**src/rtl/pva_pkg.sv**
```systemverilog
// ----------------------------------------------------------------------------
// pva_pkg
// Shared types, constants and the arctangent table of the polar vector adder.
// ----------------------------------------------------------------------------
package pva_pkg;

  localparam int ANGLE_BITS_DEF     = 16;
  localparam int LENGTH_BITS_DEF    = 16;
  localparam int ROTATION_STEPS_DEF = 16;

  // fraction bits of the cartesian parts
  localparam int FRAC_BITS = 8;
  // cordic gain correction, q20
  localparam int GAIN_Q20  = 636751;
  localparam int GAIN_BITS = 21;

  // field widths of the channels
  localparam int HEAD_W = ANGLE_BITS_DEF;
  localparam int LEN_W  = LENGTH_BITS_DEF;

  typedef struct packed {
    logic [HEAD_W-1:0]        first_heading;
    logic signed [LEN_W-1:0]  first_length;
    logic [HEAD_W-1:0]        second_heading;
    logic signed [LEN_W-1:0]  second_length;
  } pva_in_t;

  typedef struct packed {
    logic [HEAD_W-1:0] sum_heading;
    logic [LEN_W:0]    sum_length;
  } pva_out_t;

  // atan(2^-i) as q32 fraction of a turn
  function automatic logic [31:0] atan_turn(input logic [4:0] i);
    logic [31:0] t;
    begin
      case (i)
        5'd0:  t = 32'h20000000;
        5'd1:  t = 32'h12E4051E;
        5'd2:  t = 32'h09FB385B;
        5'd3:  t = 32'h051111D4;
        5'd4:  t = 32'h028B0D43;
        5'd5:  t = 32'h0145D7E1;
        5'd6:  t = 32'h00A2F61E;
        5'd7:  t = 32'h00517C55;
        5'd8:  t = 32'h0028BE53;
        5'd9:  t = 32'h00145F2F;
        5'd10: t = 32'h000A2F98;
        5'd11: t = 32'h000517CC;
        5'd12: t = 32'h00028BE6;
        5'd13: t = 32'h000145F3;
        5'd14: t = 32'h0000A2FA;
        5'd15: t = 32'h0000517D;
        5'd16: t = 32'h000028BE;
        5'd17: t = 32'h0000145F;
        5'd18: t = 32'h00000A30;
        5'd19: t = 32'h00000518;
        5'd20: t = 32'h0000028C;
        5'd21: t = 32'h00000146;
        5'd22: t = 32'h000000A3;
        5'd23: t = 32'h00000051;
        5'd24: t = 32'h00000029;
        5'd25: t = 32'h00000014;
        5'd26: t = 32'h0000000A;
        5'd27: t = 32'h00000005;
        5'd28: t = 32'h00000003;
        5'd29: t = 32'h00000001;
        5'd30: t = 32'h00000001;
        default: t = 32'h00000000;
      endcase
      return t;
    end
  endfunction

endpackage

```
**src/rtl/pva_vec_stage.sv**
```systemverilog
// ----------------------------------------------------------------------------
// pva_vec_stage
// One registered vectoring-mode cordic step on the summed vector.
// ----------------------------------------------------------------------------
module pva_vec_stage #(
  parameter int STEP = 0,
  parameter int DW   = 32
) (
  input  logic                 clk,
  input  logic                 rst_n,
  input  logic                 en,
  input  logic                 vld_i,
  input  logic                 zero_i,
  input  logic signed [DW-1:0] u_i,
  input  logic signed [DW-1:0] x_i,
  input  logic [31:0]          z_i,
  output logic                 vld_o,
  output logic                 zero_o,
  output logic signed [DW-1:0] u_o,
  output logic signed [DW-1:0] x_o,
  output logic [31:0]          z_o
);

  localparam logic [31:0] ATAN = pva_pkg::atan_turn(5'(STEP));

  logic                 vld_r, zero_r;
  logic signed [DW-1:0] u_r, x_r, u_nxt, x_nxt;
  logic [31:0]          z_r, z_nxt;

  // drive the cross part toward zero
  always_comb begin
    if (!x_i[DW-1] && (x_i != '0)) begin
      u_nxt = u_i + (x_i >>> STEP);
      x_nxt = x_i - (u_i >>> STEP);
      z_nxt = z_i + ATAN;
    end else begin
      u_nxt = u_i - (x_i >>> STEP);
      x_nxt = x_i + (u_i >>> STEP);
      z_nxt = z_i - ATAN;
    end
  end

  always_ff @(posedge clk) begin
    if (!rst_n) begin
      vld_r <= 1'b0;
    end else if (en) begin
      vld_r <= vld_i;
    end
  end

  always_ff @(posedge clk) begin
    if (en) begin
      zero_r <= zero_i;
      u_r    <= u_nxt;
      x_r    <= x_nxt;
      z_r    <= z_nxt;
    end
  end

  assign vld_o  = vld_r;
  assign zero_o = zero_r;
  assign u_o    = u_r;
  assign x_o    = x_r;
  assign z_o    = z_r;

endmodule

```
**config.mk**
```make
export PLATFORM = sky130hd
export DESIGN_NAME = pva_vec_stage
export DESIGN_NICKNAME = d
export VERILOG_FILES = /design/src/rtl/pva_pkg.sv /design/src/rtl/pva_vec_stage.sv
export SDC_FILE = /design/constraint.sdc
export NUM_CORES = 1
export LEC_CHECK = 0
export ABC_CLOCK_PERIOD_IN_PS = 6700
export BUFFER_PORTS_ARGS = -buffer_cell sky130_fd_sc_hd__buf_2
export CORE_ASPECT_RATIO = 1.5
export CORE_MARGIN = 2
export CORE_UTILIZATION = 34
export CTS_CLUSTER_SIZE = 25
export DETAILED_ROUTE_END_ITERATION = 16
export SLEW_MARGIN = 5
export SYNTH_ARGS = -nofsm -noshare
export SYNTH_HDL_FRONTEND = slang
export SYNTH_SLANG_ARGS = --single-unit
```
**constraint.sdc**
```tcl
create_clock -name clk -period 6.7 [get_ports clk]
set_clock_uncertainty 0.2 [all_clocks]
set_input_delay 0.67 -clock clk [delete_from_list [all_inputs] [get_ports clk]]
set_output_delay 0.67 -clock clk [all_outputs]
set_load 0.005 [all_outputs]
```
==> summary.txt <==
Run status
  – Outcome: finished clean

Worst setup path
  – Critical path required time: 6.61 ns
  – WS Path Type: primary input to flip-flop
  – CP Launch Type: primary input
  – Largest fanout on the critical path: 4
  – Critical path arrival: 3.80 ns
  – CP Capture Type: flip-flop

STA
  – Rel. slew slack: approximately 22%
  – Final setup fails: 0
  – Crit share post-route: 58.01%
  – Fin crit period: 3.886 ns
  – Max Fclk: 0.2573 GHz
  – RSZ-0062 raised after global routing: false
  – Setup WS post-layout: 2.814 ns
  – Worst-Margin Slew: between 1 and 1.5 ns
  – Hold Fails Final Rpt: 0
  – Final Max Tran Viols: 0
  – Hold Slack: 0.2739 ns
  – Final TNS setup: 0 ns

Floorplan
  – Die Ht: 197.7 microns
  – Top Ports: 199
  – Standard-cell rows: 70
  – Die area: 0.02633 sq mm
  – Starting Density: 34.69%
  – Core box area: 0.02452 sq mm
  – Chip width: 133.2 microns

Global routing
  – Largest net degree at the start of global routing: about 70
  – GR Overflow Total: 0
  – Initial antenna violation count: 1
  – All-layer global routing usage: 22.42%
  – First-pass GRT wire length: about 44 mm
  – Vias in the first global route: 7696

Synthesis
  – Number of synthesized flops with an enable pin: 96
  – Synthesized instance count: around 930
  – Yosys reg bits: 97
  – Most frequent cells after synthesis: 105 x a21oi_1, 102 x ha_1, 96 x edfxtp_1
  – Post-synth cell types: 74
  – Syn nets: 1135
  – Post-synth ARST share: 0%
  – Yosys warns: 0
  – Top cells by area, synth: edfxtp_1 34%, ha_1 15%, a21oi_1 6.2%, xnor2_1 5.9%, inv_1 4.1%
  – Leading area contributor after synthesis: edfxtp_1
  – Share of the synthesized area in the top cell type: roughly 34%
  – Post-Syn Area: ~0.0085 sq mm
  – Ys flop type: edfxtp_1
  – Most numerous cell in the Yosys netlist: a21oi_1
  – Mapped Avg Cell Area: 9.157 sq um
  – Seq/Total Area, Yosys: approximately 34%

Clocking
  – Clock Latency Late Sink: 0.37 ns
  – Clock sink total: 97
  – Hold_buf cts: 0
  – CTS Buf Count: 9
  – Post-CTS setup buffer count: 0
  – Root buffer cell: clkbuf_16
  – Post_cts resized: 0
  – Clock Tree Buf Depth: 2
  – H-Tree Level Count: 3
  – CTS clock-pin slew for the worst setup and hold paths: around 0.080 ns
  – CTS tree: built

Pwr
  – Overall power: 2.090 mW
  – Maximum VDD drop: approximately 0.14 mV
  – Leakage: 4.442 nW
  – Pwr Density: 207.6 mW/mm^2

Drt
  – Wire length per cell: 21.02 microns
  – Pre-Repair DR Iteration Count: 5
  – Initial DRC count: 417
  – Final WL: around 30 mm
  – Remaining DRCs: 0
  – Post-route ant nets: 0
  – Via Count: slightly below 8000
  – Via/cell ratio: 5.390

Hold path
  – Worst hold path type: primary input to flip-flop

Layout
  – Footprint of the multi-input gates: 0.005051 sq mm
  – Sequential Area: 0.002903 sq mm
  – Synth-to-Final Area Change: 18.34%
  – Ratio of cells with drive above 1 in the final layout: 21.79%
  – Number of nets in the layout: 1307
  – ANT cells: 0
  – # fillers: approximately 2600

Placed design
  – Final HPWL from detailed placement: roughly 24 mm
  – Placer Congestion: 0.9648
  – Dpl ws: roughly 2.5 ns
  – Port bufs: ~200

Run
  – Max-cap violations: 0
logic make-up (layout without fill, tap and decap cells):
family / Yosys count / in the layout / synth area share, %
AO/OA/AOI/OAI: 297 / 297 / 23.36
AND/OR/NAND/NOR: 217 / 217 / 12.34
buffers and inverters: 138 / 315 / 6.589
adder cells (fa/ha/maj): 105 / 105 / 15.71
flip-flops: 97 / 97 / 34.12
XOR/XNOR: 64 / 64 / 6.589
multiplexers: 11 / 11 / 1.294
per-stage QoR:
| step | area [sq um] | instances | util, % |
|---|---|---|---|
| floorplan | 8507 | 929 | - |
| global placement | 9747 | 1414 | 39.74 |
| detailed placement | 9747 | 1414 | 39.74 |
| CTS | 10070 | 1430 | 41.05 |
| global route | 10070 | 1430 | 41.05 |
| finish | 10070 | 1430 | 41.05 |
where the power goes:
part           total [mW]  internal, mW  switching, mW
sequential          0.802         0.779         0.0228
combinational       0.722         0.274          0.449
clock               0.566         0.301          0.265
total                2.09          1.35          0.737
sequential cells by signal (all words and copies together) (netlist names):
register,cells
u_o,31
vld_o,1
z_o,32
x_o,32
zero_o,1
path summary, 6_finish.rpt:
path,from,end,slack [ns],depth (start not counted)
max,u_i[0],x_o[30],2.81,12
min reg2reg,vld_o,vld_o,0.34,2
min,z_i[22],z_o[22],0.27,1
max reg2reg,vld_o,vld_o,5.90,2
cell type report:
type | instances | share of cell area [%]
Multi-Input combinational cell | 694 | 50.17
Sequential cell | 97 | 28.83
Timing Repair Buffer | 202 | 10.17
Tap cell | 324 | 4.027
Inverter | 97 | 3.617
Clock buffer | 9 | 2.237
Clock inverter | 7 | 0.9446
metal layers:
metal / vias up / global-route usage (%) / part of all wire [%]
li1: 3662 / - / -
met1: 3642 / 20.84 / 34
met2: 319 / 44.66 / 55
met3: 83 / 3.482 / 4.2
met4: 2 / 14.42 / 6.6
met5: - / 0 / 0.057
layout by cell type, fill, tap and decap left out, types with 14 or more instances in the layout:
cell type  instances
buf_2            197
a21oi_1          105
ha_1             102
edfxtp_1          96
inv_1             94
nor2_1            64
o21ai_0           60
xnor2_1           57
nand2_1           51
o21bai_1          23
a21o_1            20
nor3_1            17
nand3_1           16
nor2b_1           14
worst max-delay path, cell delays in order:
cell	delay [ns]
buf_2	0.12
ha_1	0.24
fa_1	0.43
nor2b_1	0.17
o21ai_0	0.32
a21oi_1	0.26
o2111ai_1	0.33
a21oi_1	0.24
nor3_1	0.49
o31a_1	0.24
o22ai_1	0.12
xnor2_1	0.17
No activity file was read; power rests on OpenSTA's default activity.
