<file path="src/rtl/pva_pkg.sv">
// ----------------------------------------------------------------------------
// pva_pkg
// Shared types, constants and the arctangent table of the polar vector adder.
// ----------------------------------------------------------------------------
package pva_pkg;

  localparam int ANGLE_BITS_DEF     = 16;
  localparam int LENGTH_BITS_DEF    = 16;
  localparam int ROTATION_STEPS_DEF = 16;

  // fraction bits of the cartesian parts
  localparam int FRAC_BITS = 8;
  // cordic gain correction, q20
  localparam int GAIN_Q20  = 636751;
  localparam int GAIN_BITS = 21;

  // field widths of the channels
  localparam int HEAD_W = ANGLE_BITS_DEF;
  localparam int LEN_W  = LENGTH_BITS_DEF;

  typedef struct packed {
    logic [HEAD_W-1:0]        first_heading;
    logic signed [LEN_W-1:0]  first_length;
    logic [HEAD_W-1:0]        second_heading;
    logic signed [LEN_W-1:0]  second_length;
  } pva_in_t;

  typedef struct packed {
    logic [HEAD_W-1:0] sum_heading;
    logic [LEN_W:0]    sum_length;
  } pva_out_t;

  // atan(2^-i) as q32 fraction of a turn
  function automatic logic [31:0] atan_turn(input logic [4:0] i);
    logic [31:0] t;
    begin
      case (i)
        5'd0:  t = 32'h20000000;
        5'd1:  t = 32'h12E4051E;
        5'd2:  t = 32'h09FB385B;
        5'd3:  t = 32'h051111D4;
        5'd4:  t = 32'h028B0D43;
        5'd5:  t = 32'h0145D7E1;
        5'd6:  t = 32'h00A2F61E;
        5'd7:  t = 32'h00517C55;
        5'd8:  t = 32'h0028BE53;
        5'd9:  t = 32'h00145F2F;
        5'd10: t = 32'h000A2F98;
        5'd11: t = 32'h000517CC;
        5'd12: t = 32'h00028BE6;
        5'd13: t = 32'h000145F3;
        5'd14: t = 32'h0000A2FA;
        5'd15: t = 32'h0000517D;
        5'd16: t = 32'h000028BE;
        5'd17: t = 32'h0000145F;
        5'd18: t = 32'h00000A30;
        5'd19: t = 32'h00000518;
        5'd20: t = 32'h0000028C;
        5'd21: t = 32'h00000146;
        5'd22: t = 32'h000000A3;
        5'd23: t = 32'h00000051;
        5'd24: t = 32'h00000029;
        5'd25: t = 32'h00000014;
        5'd26: t = 32'h0000000A;
        5'd27: t = 32'h00000005;
        5'd28: t = 32'h00000003;
        5'd29: t = 32'h00000001;
        5'd30: t = 32'h00000001;
        default: t = 32'h00000000;
      endcase
      return t;
    end
  endfunction

endpackage

</file>
<file path="src/rtl/pva_rot_stage.sv">
// ----------------------------------------------------------------------------
// pva_rot_stage
// One registered rotation-mode cordic step for both input vectors.
// ----------------------------------------------------------------------------
module pva_rot_stage #(
  parameter int STEP = 0,
  parameter int DW   = 32
) (
  input  logic                 clk,
  input  logic                 rst_n,
  input  logic                 en,
  input  logic                 vld_i,
  input  logic signed [DW-1:0] w1_i,
  input  logic signed [DW-1:0] y1_i,
  input  logic signed [32:0]   z1_i,
  input  logic signed [DW-1:0] w2_i,
  input  logic signed [DW-1:0] y2_i,
  input  logic signed [32:0]   z2_i,
  output logic                 vld_o,
  output logic signed [DW-1:0] w1_o,
  output logic signed [DW-1:0] y1_o,
  output logic signed [32:0]   z1_o,
  output logic signed [DW-1:0] w2_o,
  output logic signed [DW-1:0] y2_o,
  output logic signed [32:0]   z2_o
);

  localparam logic [32:0] ATAN = {1'b0, pva_pkg::atan_turn(5'(STEP))};

  logic                 vld_r;
  logic signed [DW-1:0] w1_r, y1_r, w2_r, y2_r;
  logic signed [32:0]   z1_r, z2_r;
  logic signed [DW-1:0] w1_nxt, y1_nxt, w2_nxt, y2_nxt;
  logic signed [32:0]   z1_nxt, z2_nxt;

  // rotate toward zero residual angle
  always_comb begin
    if (!z1_i[32]) begin
      w1_nxt = w1_i - (y1_i >>> STEP);
      y1_nxt = y1_i + (w1_i >>> STEP);
      z1_nxt = z1_i - $signed(ATAN);
    end else begin
      w1_nxt = w1_i + (y1_i >>> STEP);
      y1_nxt = y1_i - (w1_i >>> STEP);
      z1_nxt = z1_i + $signed(ATAN);
    end
    if (!z2_i[32]) begin
      w2_nxt = w2_i - (y2_i >>> STEP);
      y2_nxt = y2_i + (w2_i >>> STEP);
      z2_nxt = z2_i - $signed(ATAN);
    end else begin
      w2_nxt = w2_i + (y2_i >>> STEP);
      y2_nxt = y2_i - (w2_i >>> STEP);
      z2_nxt = z2_i + $signed(ATAN);
    end
  end

  always_ff @(posedge clk) begin
    if (!rst_n) begin
      vld_r <= 1'b0;
    end else if (en) begin
      vld_r <= vld_i;
    end
  end

  always_ff @(posedge clk) begin
    if (en) begin
      w1_r <= w1_nxt;
      y1_r <= y1_nxt;
      z1_r <= z1_nxt;
      w2_r <= w2_nxt;
      y2_r <= y2_nxt;
      z2_r <= z2_nxt;
    end
  end

  assign vld_o = vld_r;
  assign w1_o  = w1_r;
  assign y1_o  = y1_r;
  assign z1_o  = z1_r;
  assign w2_o  = w2_r;
  assign y2_o  = y2_r;
  assign z2_o  = z2_r;

endmodule

</file>
<file path="config.mk">
export PLATFORM = sky130hd
export DESIGN_NAME = pva_rot_stage
export DESIGN_NICKNAME = d
export VERILOG_FILES = /design/src/rtl/pva_pkg.sv /design/src/rtl/pva_rot_stage.sv
export SDC_FILE = /design/constraint.sdc
export NUM_CORES = 1
export LEC_CHECK = 0
export BUFFER_PORTS_ARGS = -buffer_cell sky130_fd_sc_hd__buf_2
export CELL_PAD_IN_SITES_DETAIL_PLACEMENT = 0
export CELL_PAD_IN_SITES_GLOBAL_PLACEMENT = 1
export CORE_ASPECT_RATIO = 0.7
export CORE_UTILIZATION = 42
export DETAILED_ROUTE_END_ITERATION = 6
export PLACE_DENSITY = 0.81
export SYNTH_ARGS = -nofsm -noshare
export SYNTH_HDL_FRONTEND = slang
export SYNTH_SLANG_ARGS = --single-unit
</file>
<file path="constraint.sdc">
create_clock -name clk -period 3.8 [get_ports clk]
set_input_delay 0.76 -clock clk [delete_from_list [all_inputs] [get_ports clk]]
set_output_delay 0.76 -clock clk [all_outputs]
set_load 0.02 [all_outputs]
</file>
==> results.sh <==
export IMPL_status="complete, no violations"
export IMPL_layout_common_cells="buf_2 (391), buf_4 (236), a21oi_1 (214)"
export IMPL_cts_hold_buf=0
export IMPL_antenna_left=0
export IMPL_insertion_delay_ps=460
export IMPL_gp_congestion=1.01
export IMPL_synth_warning_count=0
export IMPL_clockBufferDepth=2
export IMPL_worst_pin_slew_ps=811
export IMPL_combPwrFrac=0.403
export IMPL_slew_violations=0
export IMPL_synth_async_reset_ratio=0
export IMPL_cts_buffers=17
export IMPL_final_nets=2774
export IMPL_io_buffers=392
export IMPL_end_kind="flop"
export IMPL_dpl_hpwl_mm=49.1
export IMPL_pwr_density_cell_nw_per_um2=372
export IMPL_p_switching_mw=3.03
export IMPL_final_min_clock_period_ps=3680
export IMPL_hold_viol_final=0
export IMPL_synth_edff_count=192
export IMPL_maxCapViolCount=0
export IMPL_track_usage=0.294
export IMPL_syn_num_nets=2210
export IMPL_rsz0062_at_grt="no"
export IMPL_syn_area_um2=16600
export IMPL_vias=15885
export IMPL_antenna_found_initial=9
export IMPL_startpoint_type="input pin"
export IMPL_synth_seq_cells=193
export IMPL_rows=60
export IMPL_p_sw_frac=0.383
export IMPL_hold_class="input pin to flop"
export IMPL_fmax_mhz=272
export IMPL_drc=0
export IMPL_ir_drop_mv=0.333
export IMPL_initial_core_util=0.429
export IMPL_clkTransAtPathRegs_ps=80
export IMPL_ios=393
export IMPL_routedWlPerCell_um=20.8
export IMPL_avgSynthCellArea_um2=9.24
export IMPL_finalSetupTns_ps=0
export IMPL_finalCritPeriodShare=0.969
export IMPL_die_w_um=240
export IMPL_htree_levels=4
export IMPL_die_area_um2=40400
export IMPL_drtPass1Iterations=6
export IMPL_clkPwrFrac=0.238
export IMPL_drt_total_wl_mm=60.5
export IMPL_setup_viol_count_final=0
export IMPL_p_leak_nw=9.97
export IMPL_syn_to_final_growth_pct=28.0
export IMPL_p_total_mw=7.91
export IMPL_fin_worst_skew_ps=0
export IMPL_mostFrequentLayoutCell="buf_2"
export IMPL_intPower_mw=4.88
export IMPL_first_global_vias=14986
export IMPL_grt_overflow_total=0
export IMPL_via_per_inst=5.46
export IMPL_root_buffer="clkbuf_16"
export IMPL_grt_max_degree=74
export IMPL_worstPathRequired_ps=4010
export IMPL_first_iter_violations=1562
export IMPL_clock_sinks=193
export IMPL_crit_fanout=6
export IMPL_fill_cells=3671
export IMPL_seq_area_frac_synth=0.348
export IMPL_slew_headroom=0.460
export IMPL_seqPwrFrac=0.359
export IMPL_synthCells=1798
export IMPL_fp_coreArea_um2=38700
export IMPL_cts_tree="done"
export IMPL_synth_cell_types=90
export IMPL_yosys_most_used_dff="edfxtp_1"
export IMPL_grt_pass1_wl_mm=89.5
export IMPL_crit_type="input pin to flop"
export IMPL_die_height_um=168
export IMPL_drive_gt1_frac=0.297
export IMPL_arrival_ps=3890
==> flip-flops by register name, indices dropped and copies added (netlist names) <==
signal,count
vld_o,1
w2_o,32
y1_o,31
z2_o,33
y2_o,31
z1_o,33
w1_o,32
==> synthesized netlist by cell type, types with 14 or more instances <==
cell	n	share of area
a211oi_1	14	0.0063
a21o_1	42	0.019
a21oi_1	215	0.065
a31oi_1	18	0.0068
buf_2	21	0.0063
clkbuf_1	42	0.0095
edfxtp_1	192	0.35
ha_1	208	0.16
inv_1	187	0.042
mux2i_1	34	0.020
nand2_1	73	0.016
nand2b_1	20	0.0075
nand3_1	16	0.0048
nor2_1	135	0.030
nor2b_1	17	0.0064
nor3_1	29	0.0087
o21ai_0	104	0.031
o21bai_1	42	0.019
xnor2_1	112	0.059
xor2_1	14	0.0074
==> area by class of cell <==
type                       count  area [um^2]  share of cell area
antenna                        5         12.5            0.000588
clock buffer                  19          443              0.0208
sequential                   193         5790               0.272
tap                          527          659              0.0310
clock inverter                13          139             0.00653
multi-input combinational   1322         9690               0.456
timing repair buffer         630         3780               0.178
inverter                     198          748              0.0352
==> stage by stage <==
step	hold WS (ps)	cell area, um^2	std cells	setup WS [ps]	util
floorplan	589	16600	1798	439	-
finish	452	21300	2907	118	0.549
detailed placement	535	20700	2870	-366	0.533
global placement	497	20700	2870	-324	0.533
global route	437	21300	2905	61.6	0.549
CTS	436	21200	2902	144	0.549
==> layer usage <==
metal | wire (um) | global-route usage | vias up | part of all wire
li1 | - | - | 7543 | -
met1 | 28800 | 0.434 | 7495 | 0.48
met2 | 24300 | 0.409 | 767 | 0.40
met3 | 6210 | 0.0885 | 74 | 0.10
met4 | 1090 | 0.0764 | 6 | 0.018
met5 | 46 | 0 | - | 0.00076
==> power groups by stage <==
stage	logic (mW)	clock network, mW	registers, mW
final	3.19	1.88	2.84
after global routing	3.42	1.97	2.87
after CTS	3.14	1.92	2.85
after detailed placement	3.12	0	2.89
after global placement	3.12	0	2.89
after floorplan	1.41	0	3.26
==> worst paths after layout <==
kind,start,to,slack [ps],cells past startpoint
setup / recovery,y1_i[4],y1_o[28]$_DFFE_PP_,120,14
hold / removal,z2_i[5],z2_o[5]$_DFFE_PP_,450,1
setup reg to reg,vld_o$_SDFFE_PN0P_,vld_o$_SDFFE_PN0P_,3200,2
hold reg to reg,vld_o$_SDFFE_PN0P_,vld_o$_SDFFE_PN0P_,540,2
==> repair_timing <==
action / in CTS / in global routing
setup endpoints to repair: 0 / 2
setup buffers: 0 / 0
gates resized for setup: 0 / 1
==> cells by family (layout without fill, tap and decap cells) <==
family / count (synthesis) / count (layout) / synth area share
fa+ha+maj: 214 / 214 / 0.164
mux: 38 / 38 / 0.0232
flops: 193 / 193 / 0.348
xor+xnor: 126 / 126 / 0.0664
buf+inv: 283 / 860 / 0.0687
simple gates: 361 / 361 / 0.104
compound gates: 583 / 583 / 0.226
other cells: 0 / 5 / 0
==> critical path: stages <==
cell and delay, ps:
buf_2 130, ha_1 370, buf_4 170, or2_2 290, a211oi_2 350, o2111ai_2 250
a31oi_2 260, nand3_2 170, buf_4 170, a21oi_2 200, nor2_1 120, o31a_1 280
o22ai_1 230, xnor2_1 130
Power figures use the tool's default switching activity.
